File: config.mk
export PLATFORM = sky130hd
export DESIGN_NAME = tfir_ctrl
export DESIGN_NICKNAME = d
export VERILOG_FILES = /design/src/design/tfir_pkg.sv /design/src/design/tfir_ctrl.sv
export SDC_FILE = /design/constraint.sdc
export NUM_CORES = 1
export LEC_CHECK = 0
export BUFFER_PORTS_ARGS = -buffer_cell sky130_fd_sc_hd__buf_2
export CORE_UTILIZATION = 51
export DETAILED_ROUTE_END_ITERATION = 8
export PLACE_DENSITY = 0.75
export SLEW_MARGIN = 20
export SYNTH_ARGS = -nofsm -noshare
export SYNTH_HDL_FRONTEND = slang
export SYNTH_SLANG_ARGS = --single-unit
File: constraint.sdc
create_clock -name clk -period 3.32 [get_ports clk]
set_input_delay 0.664 -clock clk [delete_from_list [all_inputs] [get_ports clk]]
set_output_delay 0.664 -clock clk [all_outputs]
set_load 0.005 [all_outputs]
File: src/design/tfir_pkg.sv
// ----------------------------------------------------------------------------
// tfir_pkg
// Shared types, sizes and codes of the tent filter image resampler.
// ----------------------------------------------------------------------------
package tfir_pkg;

	// store geometry and filter reach
	localparam int MAX_WIDTH  = 256;
	localparam int MAX_HEIGHT = 256;
	localparam int MAX_RADIUS = 16;

	localparam int ADDR_W = $clog2(MAX_WIDTH * MAX_HEIGHT);
	localparam int IDX_W  = (MAX_WIDTH > MAX_HEIGHT) ? $clog2(MAX_WIDTH) : $clog2(MAX_HEIGHT);

	// radius in Q.8, capped
	localparam int RMAX = MAX_RADIUS * 256;
	localparam int R_W  = $clog2(RMAX + 1);
	localparam int R2_W = 2 * R_W;

	// taps per axis
	localparam int TAPS = 2 * MAX_RADIUS + 1;
	localparam int T_W  = $clog2(TAPS);

	// weights Q1.16 (up to 1.0), sums, products
	localparam int W_W   = 17;
	localparam int SUM_W = W_W + T_W;
	localparam int DEN_W = 2 * SUM_W;
	localparam int WXY_W = 2 * W_W;
	localparam int PRD_W = WXY_W + 8;
	localparam int ACC_W = DEN_W + 8;

	// centre, signed Q16.8
	localparam int Q_W = 25;
	localparam int C_W = Q_W + 1;

	// shared divider
	localparam int NUM_W  = ACC_W + 1;
	localparam int STEP_W = $clog2(Q_W + 1);
	localparam logic [STEP_W-1:0] RAD_STEPS = STEP_W'(13);
	localparam logic [STEP_W-1:0] CEN_STEPS = STEP_W'(25);
	localparam logic [STEP_W-1:0] WT_STEPS  = STEP_W'(17);
	localparam logic [STEP_W-1:0] CH_STEPS  = STEP_W'(9);

	localparam logic [12:0] SCALE_MIN = 13'd16;
	localparam logic [12:0] SCALE_MAX = 13'd4096;
	localparam logic [12:0] SCALE_ONE = 13'd256;

	typedef enum logic {
		OP_LOAD = 1'b0,
		OP_REQ  = 1'b1
	} opcode_t;

	typedef enum logic [1:0] {
		STAT_LOADED   = 2'd0,
		STAT_COMPUTED = 2'd1,
		STAT_RANGE    = 2'd2,
		STAT_ZERO     = 2'd3
	} status_t;

	typedef enum logic [1:0] {
		REG_SCALE_X    = 2'd0,
		REG_SCALE_Y    = 2'd1,
		REG_SRC_WIDTH  = 2'd2,
		REG_SRC_HEIGHT = 2'd3
	} reg_idx_t;

	typedef enum logic [4:0] {
		DP_NOP, DP_ACCEPT,
		DP_DIV_RX, DP_SET_RX, DP_DIV_RY, DP_SET_RY,
		DP_DIV_CX, DP_SET_CX, DP_DIV_CY, DP_SET_CY,
		DP_WINDOW, DP_DIV_WX, DP_SET_WX, DP_Y_INIT,
		DP_DIV_WY, DP_SET_WY, DP_TAP, DP_NEXT_ROW,
		DP_DEN, DP_DIV_CH, DP_SET_CH, DP_FINISH
	} dp_op_t;

	typedef enum logic [4:0] {
		ST_IDLE, ST_RANGE, ST_RX_W, ST_RY, ST_RY_W, ST_CX, ST_CX_W,
		ST_CY, ST_CY_W, ST_WIN, ST_WCHK, ST_WX, ST_WX_W, ST_YINIT,
		ST_WY, ST_WY_W, ST_TAP, ST_NROW, ST_DRAIN, ST_CH, ST_CH_W, ST_FINISH
	} ctl_state_t;

	typedef struct packed {
		dp_op_t  op;
		status_t code;
	} dp_cmd_t;

	typedef struct packed {
		logic div_busy;
		logic range_bad;
		logic win_empty;
		logic x_last;
		logic y_last;
		logic pipe_busy;
		logic sum_zero;
		logic ch_last;
	} dp_stat_t;

	typedef struct packed {
		logic        opcode;
		logic [11:0] row;
		logic [11:0] col;
		logic [7:0]  red;
		logic [7:0]  green;
		logic [7:0]  blue;
		logic [7:0]  alpha;
	} in_word_t;

	typedef struct packed {
		logic [7:0] red;
		logic [7:0] green;
		logic [7:0] blue;
		logic [7:0] alpha;
		logic [1:0] status;
	} out_word_t;

	typedef struct packed {
		logic        we;
		logic [1:0]  index;
		logic [12:0] data;
	} cfg_wr_t;

endpackage

File: src/design/tfir_ctrl.sv
// ----------------------------------------------------------------------------
// tfir_ctrl
// Sequencer: walks one request through range check, divides, weights and taps.
// ----------------------------------------------------------------------------
module tfir_ctrl (
	input  logic                clk,
	input  logic                arst_n,
	input  logic                in_valid,
	input  logic                in_op,
	output logic                in_ready,
	input  logic                out_ready,
	output logic                out_valid,
	input  tfir_pkg::dp_stat_t  stat,
	output tfir_pkg::dp_cmd_t   cmd
);
	import tfir_pkg::*;

	ctl_state_t state_q, state_d;
	status_t    fin_q, fin_d;
	logic       out_valid_q;

	always_ff @(posedge clk or negedge arst_n) begin
		if (!arst_n) begin
			state_q     <= ST_IDLE;
			fin_q       <= STAT_LOADED;
			out_valid_q <= 1'b0;
		end else begin
			state_q <= state_d;
			fin_q   <= fin_d;
			if (cmd.op == DP_FINISH)
				out_valid_q <= 1'b1;
			else if (out_ready)
				out_valid_q <= 1'b0;
		end
	end

	always_comb begin
		state_d  = state_q;
		fin_d    = fin_q;
		cmd.op   = DP_NOP;
		cmd.code = fin_q;
		in_ready = 1'b0;
		case (state_q)
			ST_IDLE: begin
				in_ready = 1'b1;
				if (in_valid) begin
					cmd.op  = DP_ACCEPT;
					fin_d   = STAT_LOADED;
					state_d = (in_op == OP_REQ) ? ST_RANGE : ST_FINISH;
				end
			end
			ST_RANGE: begin
				if (stat.range_bad) begin
					fin_d   = STAT_RANGE;
					state_d = ST_FINISH;
				end else begin
					cmd.op  = DP_DIV_RX;
					state_d = ST_RX_W;
				end
			end
			ST_RX_W: if (!stat.div_busy) begin
				cmd.op  = DP_SET_RX;
				state_d = ST_RY;
			end
			ST_RY: begin
				cmd.op  = DP_DIV_RY;
				state_d = ST_RY_W;
			end
			ST_RY_W: if (!stat.div_busy) begin
				cmd.op  = DP_SET_RY;
				state_d = ST_CX;
			end
			ST_CX: begin
				cmd.op  = DP_DIV_CX;
				state_d = ST_CX_W;
			end
			ST_CX_W: if (!stat.div_busy) begin
				cmd.op  = DP_SET_CX;
				state_d = ST_CY;
			end
			ST_CY: begin
				cmd.op  = DP_DIV_CY;
				state_d = ST_CY_W;
			end
			ST_CY_W: if (!stat.div_busy) begin
				cmd.op  = DP_SET_CY;
				state_d = ST_WIN;
			end
			ST_WIN: begin
				cmd.op  = DP_WINDOW;
				state_d = ST_WCHK;
			end
			ST_WCHK: begin
				if (stat.win_empty) begin
					fin_d   = STAT_ZERO;
					state_d = ST_FINISH;
				end else begin
					state_d = ST_WX;
				end
			end
			ST_WX: begin
				cmd.op  = DP_DIV_WX;
				state_d = ST_WX_W;
			end
			ST_WX_W: if (!stat.div_busy) begin
				cmd.op  = DP_SET_WX;
				state_d = stat.x_last ? ST_YINIT : ST_WX;
			end
			ST_YINIT: begin
				cmd.op  = DP_Y_INIT;
				state_d = ST_WY;
			end
			ST_WY: begin
				cmd.op  = DP_DIV_WY;
				state_d = ST_WY_W;
			end
			ST_WY_W: if (!stat.div_busy) begin
				cmd.op  = DP_SET_WY;
				state_d = ST_TAP;
			end
			ST_TAP: begin
				cmd.op = DP_TAP;
				if (stat.x_last)
					state_d = stat.y_last ? ST_DRAIN : ST_NROW;
			end
			ST_NROW: begin
				cmd.op  = DP_NEXT_ROW;
				state_d = ST_WY;
			end
			ST_DRAIN: if (!stat.pipe_busy) begin
				if (stat.sum_zero) begin
					fin_d   = STAT_ZERO;
					state_d = ST_FINISH;
				end else begin
					cmd.op  = DP_DEN;
					state_d = ST_CH;
				end
			end
			ST_CH: begin
				cmd.op  = DP_DIV_CH;
				state_d = ST_CH_W;
			end
			ST_CH_W: if (!stat.div_busy) begin
				cmd.op = DP_SET_CH;
				if (stat.ch_last) begin
					fin_d   = STAT_COMPUTED;
					state_d = ST_FINISH;
				end else begin
					state_d = ST_CH;
				end
			end
			ST_FINISH: if (!out_valid_q || out_ready) begin
				cmd.op  = DP_FINISH;
				state_d = ST_IDLE;
			end
			default: state_d = ST_IDLE;
		endcase
	end

	assign out_valid = out_valid_q;

	// result register is never overwritten while its word is still held
	a_no_overwrite: assert property (@(posedge clk) disable iff (!arst_n)
		cmd.op == DP_FINISH |-> (!out_valid_q || out_ready))
		else $error("result overwritten");

	a_div_idle: assert property (@(posedge clk) disable iff (!arst_n)
		(cmd.op == DP_DIV_RX || cmd.op == DP_DIV_RY || cmd.op == DP_DIV_CX ||
		 cmd.op == DP_DIV_CY || cmd.op == DP_DIV_WX || cmd.op == DP_DIV_WY ||
		 cmd.op == DP_DIV_CH) |-> !stat.div_busy)
		else $error("divider started while busy");

	a_drained: assert property (@(posedge clk) disable iff (!arst_n)
		cmd.op == DP_DEN |-> !stat.pipe_busy)
		else $error("normalize before taps drained");

	a_finish_valid: assert property (@(posedge clk) disable iff (!arst_n)
		cmd.op == DP_FINISH |=> out_valid_q)
		else $error("finished word not presented");

endmodule

After elaboration in Yosys (flattened, before gate mapping)
Cells that the tools add are included.
{ "classes": {"n_eq_ne": 37, "n_mux": 43, "n_reduce_logical": 8} }
{ "op_table": {"columns": ["operator", "count"], "rows": [
  ["one-hot mux 5 bit (21 select lines)", 2],
  ["two-way mux 5 bit", 18],
  ["== test 5 x 4 -> 1 bit (second input constant)", 8],
  ["== test 5 bit (second input constant)", 7],
  ["!= test 2 bit (second input constant)", 15],
  ["== test 5 x 3 -> 1 bit (second input constant)", 4],
  ["two-way mux 2 bit", 10],
  ["two-way mux 3 bit", 5],
  ["two-way mux 4 bit", 3],
  ["AND reduction 11 bit", 1],
  ["== test 5 x 2 -> 1 bit (second input constant)", 2],
  ["one-hot mux 2 bit (5 select lines)", 1],
  ["AND reduction 8 bit", 1],
  ["== test 5 x 1 -> 1 bit (second input constant)", 1],
  ["zero test 5 bit", 1],
  ["nonzero test 5 bit", 1],
  ["two-way mux 1 bit", 4],
  ["nonzero test 2 bit", 1],
  ["OR reduction 2 bit", 1],
  ["zero test 1 bit", 1],
  ["logical OR 1 bit", 1]
]} }
{ "word_totals": {"register_bits": 8, "inputBits": 13, "output_inout_bits": 9, "wordCells": 91} }

Logic depth before layout (Yosys ltp)
{ "logic_depth": {"ltp_word": 6, "mapped_depth": 8, "ltp_nobuf": 5} }

Worst setup path before layout
OpenSTA, ideal clock, no wires.
{ "synth_path": {"kind": "register to output", "startpoint": "register state_q[0]", "endpoint": "output port cmd[4] (netlist bit)", "arrival_time_ns": 1.500, "required_ns": 2.656, "slack_ns": 1.156, "path_stages_with_launch": 9, "n_path_buf": 4, "path_cell_list": "dfrtp_1 > buf_2 > buf_2 > buf_2 > buf_1 > nand2_1 > o21ai_0 > a22oi_1 > o21ai_0"} }
{ "synth_rtl": {"columns": ["item", "line", "text"], "rows": [
  ["start: declaration", "tfir_ctrl.sv:18", "ctl_state_t state_q, state_d;"],
  ["start signal: assignment", "tfir_ctrl.sv:28", "state_q <= state_d;"],
  ["end: declaration", "tfir_ctrl.sv:14", "output tfir_pkg::dp_cmd_t cmd"]
]} }

==> flow_summary_export.csv <==
group,metric,value,unit
timing,hold-worst-slack,235.0,ps
synth,ys_types,55,
global_routing,grt_pass1_wl,5.071,mm
floorplanning,die_h,48.36,um
routing,num_vias,1250,
flow_run,cap_violations,0,
clock_network,clk_latency,260,ps
critical_path,worstPathMaxFanout,24,
synth,synthTopCellsByCount,"a21oi_1 (13), nor2_1 (13), o21ai_0 (10)",
timing,slew_headroom,50.99,%
clock_network,numCtsBuffers,3,
synth,synth_area,1096,sq um
synth,ys_ff_latch,8,
routing,vias_per_cell,6.649,
floorplanning,num_rows,16,
critical_path,crit_type,"reg -> out",
clock_network,clk_path_buf_depth,2,
cells_and_area,synthToLayoutAreaGrowth,10.73,%
critical_path,crit_arrival,2140,ps
clock_network,cts_setup_buffers,0,
critical_path,cp.required,2660,ps
timing,post-route-min-period,2808,ps
critical_path,ff2ff_path_depth,5,
synth,synth_top_cell_by_area,"dfrtp_1",
power_and_ir_drop,peakVddDrop,0.6778,mV
power_and_ir_drop,leakage,0.5305,nW
timing,fin_setup_tns,0,ps
place,routabilityCongestion,0.9336,
global_routing,grt_overflow,0,
place,place_hpwl,2.200,mm
synth,synth-seq-area-share,18.26,%
routing,drt_first_iter_violations,71,
timing,finalCritPeriodShare,84.59,%
floorplanning,initial_utilization,55.30,%
cells_and_area,drive_gt1_share,24.22,%
power_and_ir_drop,power_per_cell_area,962.7,nW/um^2
timing,finalSetupViolCount,0,
clock_network,cts.sinks,8,
routing,wl_per_cell,15.96,um
synth,synth_top_area_share,18.26,%
floorplanning,die_w,48.36,um
synth,synth.area.top_cells,"dfrtp_1 (18%), a21oi_1 (5.9%), o21ai_0 (4.6%)",
synth,ys_dominant_reg_cell,"dfrtp_1",
global_routing,grtUsageTotal,27.33,%
synth,synth_edf_count,0,
cells_and_area,fillCellCount,171,
synth,syn-num-nets,160,
routing,drc,0,
timing,clock.fmax,356.1,MHz
floorplanning,core-area,1982,sq um
worst_hold_path,worstHoldPathType,"in -> async",
routing,first_pass_iters,5,
clock_network,cts_resized,0,
critical_path,r2r_setup_slack,890,ps
routing,wl,3.000,mm
timing,fin_skew,9.646,ps
cells_and_area,insertedDiodeCount,0,
critical_path,critPathLaunchType,"flip-flop",
floorplanning,io_pins,22,
global_routing,grt_max_degree,25,
critical_path,cp-end-kind,"output port",
clock_network,cts_hold_buf,0,
floorplanning,die_area,2339,sq um
global_routing,antenna_found_initial,0,
global_routing,grt_pass1_vias,1084,
clock_network,htree_levels,1,
place,portBuffers,21,
synth,syn_area_per_cell,7.456,sq um
timing,grt_setup_unrepaired,"false",
synth,synthArstFlopShare,100.0,%
status,status,"finished, final reports clean",
clock_network,clockRootBuffer,"clkbuf_4",
clock_network,clk_pin_slew,60,ps
timing,worst_pin_slew,735.2,ps
timing,hold_viol_final,0,
clock_network,cts_tree,"built",
synth,ys_warn_count,0,
synth,syn_inst,147,
timing,slew_viol_final,0,
routing,final_antenna_net_count,0,
cells_and_area,finalNetCount,176,
[metal layers]
layer / wire (um) / up-vias / track usage, %
met3: 322 / 13 / 3.459
met4: 82 / 0 / 11.27
met5: 0 / - / 0
li1: - / 577 / -
met1: 1224 / 566 / 39.41
met2: 1370 / 94 / 41.08
[worst max-delay path, stage by stage, from the launching register on]
cell and delay [ps]:
dfrtp_1 810, and3_1 300, nor2_1 70, or4_1 450, o211ai_1 110, buf_2 130
[per-stage QoR]
| stage | utilization, % | power [mW] | setup WS (ps) | cells | instance area [sq um] |
|---|---|---|---|---|---|
| finish | 61.24 | 1.168 | 511.7 | 188 | 1214 |
| CTS | 61.24 | 1.145 | 559.6 | 188 | 1214 |
| global placement | 60.10 | 1.052 | 895.2 | 185 | 1191 |
| floorplan | - | 0.8898 | 1156 | 147 | 1096 |
| detailed placement | 60.10 | 1.067 | 836.4 | 185 | 1191 |
| global route | 61.24 | 1.270 | 315.3 | 188 | 1214 |
[placed cells by master, fill, tap and decap left out, types with 2 or more instances in the layout]
cell type,count
a21o_1,2
a21oi_1,13
and2_1,2
and3_1,2
buf_2,21
buf_4,4
clkbuf_4,3
dfrtp_1,8
inv_1,5
mux2_2,3
mux2i_1,4
nand2_1,8
nand2b_1,6
nand3_1,2
nand3b_1,2
nand4_1,2
nor2_1,13
nor2b_1,6
nor3_1,8
o21ai_0,10
o22ai_1,3
o31ai_1,3
[flip-flops by register name (all words and copies together), names as in the netlist]
signal     count
state_q        5
fin_q          2
out_valid      1
[cell type report]
cell class | instances | area (sq um) | area share [%]
flip-flops and latches | 8 | 200.2 | 16.49
multi-input cells | 120 | 803.3 | 66.19
well taps | 27 | 33.78 | 2.784
inverters | 5 | 18.77 | 1.546
clock buffers | 3 | 22.52 | 1.856
repair buffers | 25 | 135.1 | 11.13
[kinds of logic (layout without fill, tap and decap cells)]
logic type,after synthesis,count (layout),share of synthesized area (%)
compound gates,49,49,31.51
buf+inv,19,33,8.449
flops,8,8,18.26
simple gates,62,62,33.22
mux,8,8,7.762
xor+xnor,1,1,0.7992
[final timing paths]
kind,start,endpoint
setup / recovery,state_q[3],cmd[3]
hold / removal,arst_n,state_q[3]
setup reg to reg,state_q[3],state_q[0]
hold reg to reg,fin_q[1],fin_q[1]
max in group asynchronous,arst_n,fin_q[1]
min in group clk,fin_q[1],fin_q[1]
[power by group]
group / total, mW / switching, mW / internal (mW)
registers: 0.274 / 0.137 / 0.138
clock network: 0.0743 / 0.0329 / 0.0414
logic: 0.820 / 0.438 / 0.382
total: 1.17 / 0.607 / 0.561
No activity file was read; power rests on OpenSTA's default activity.
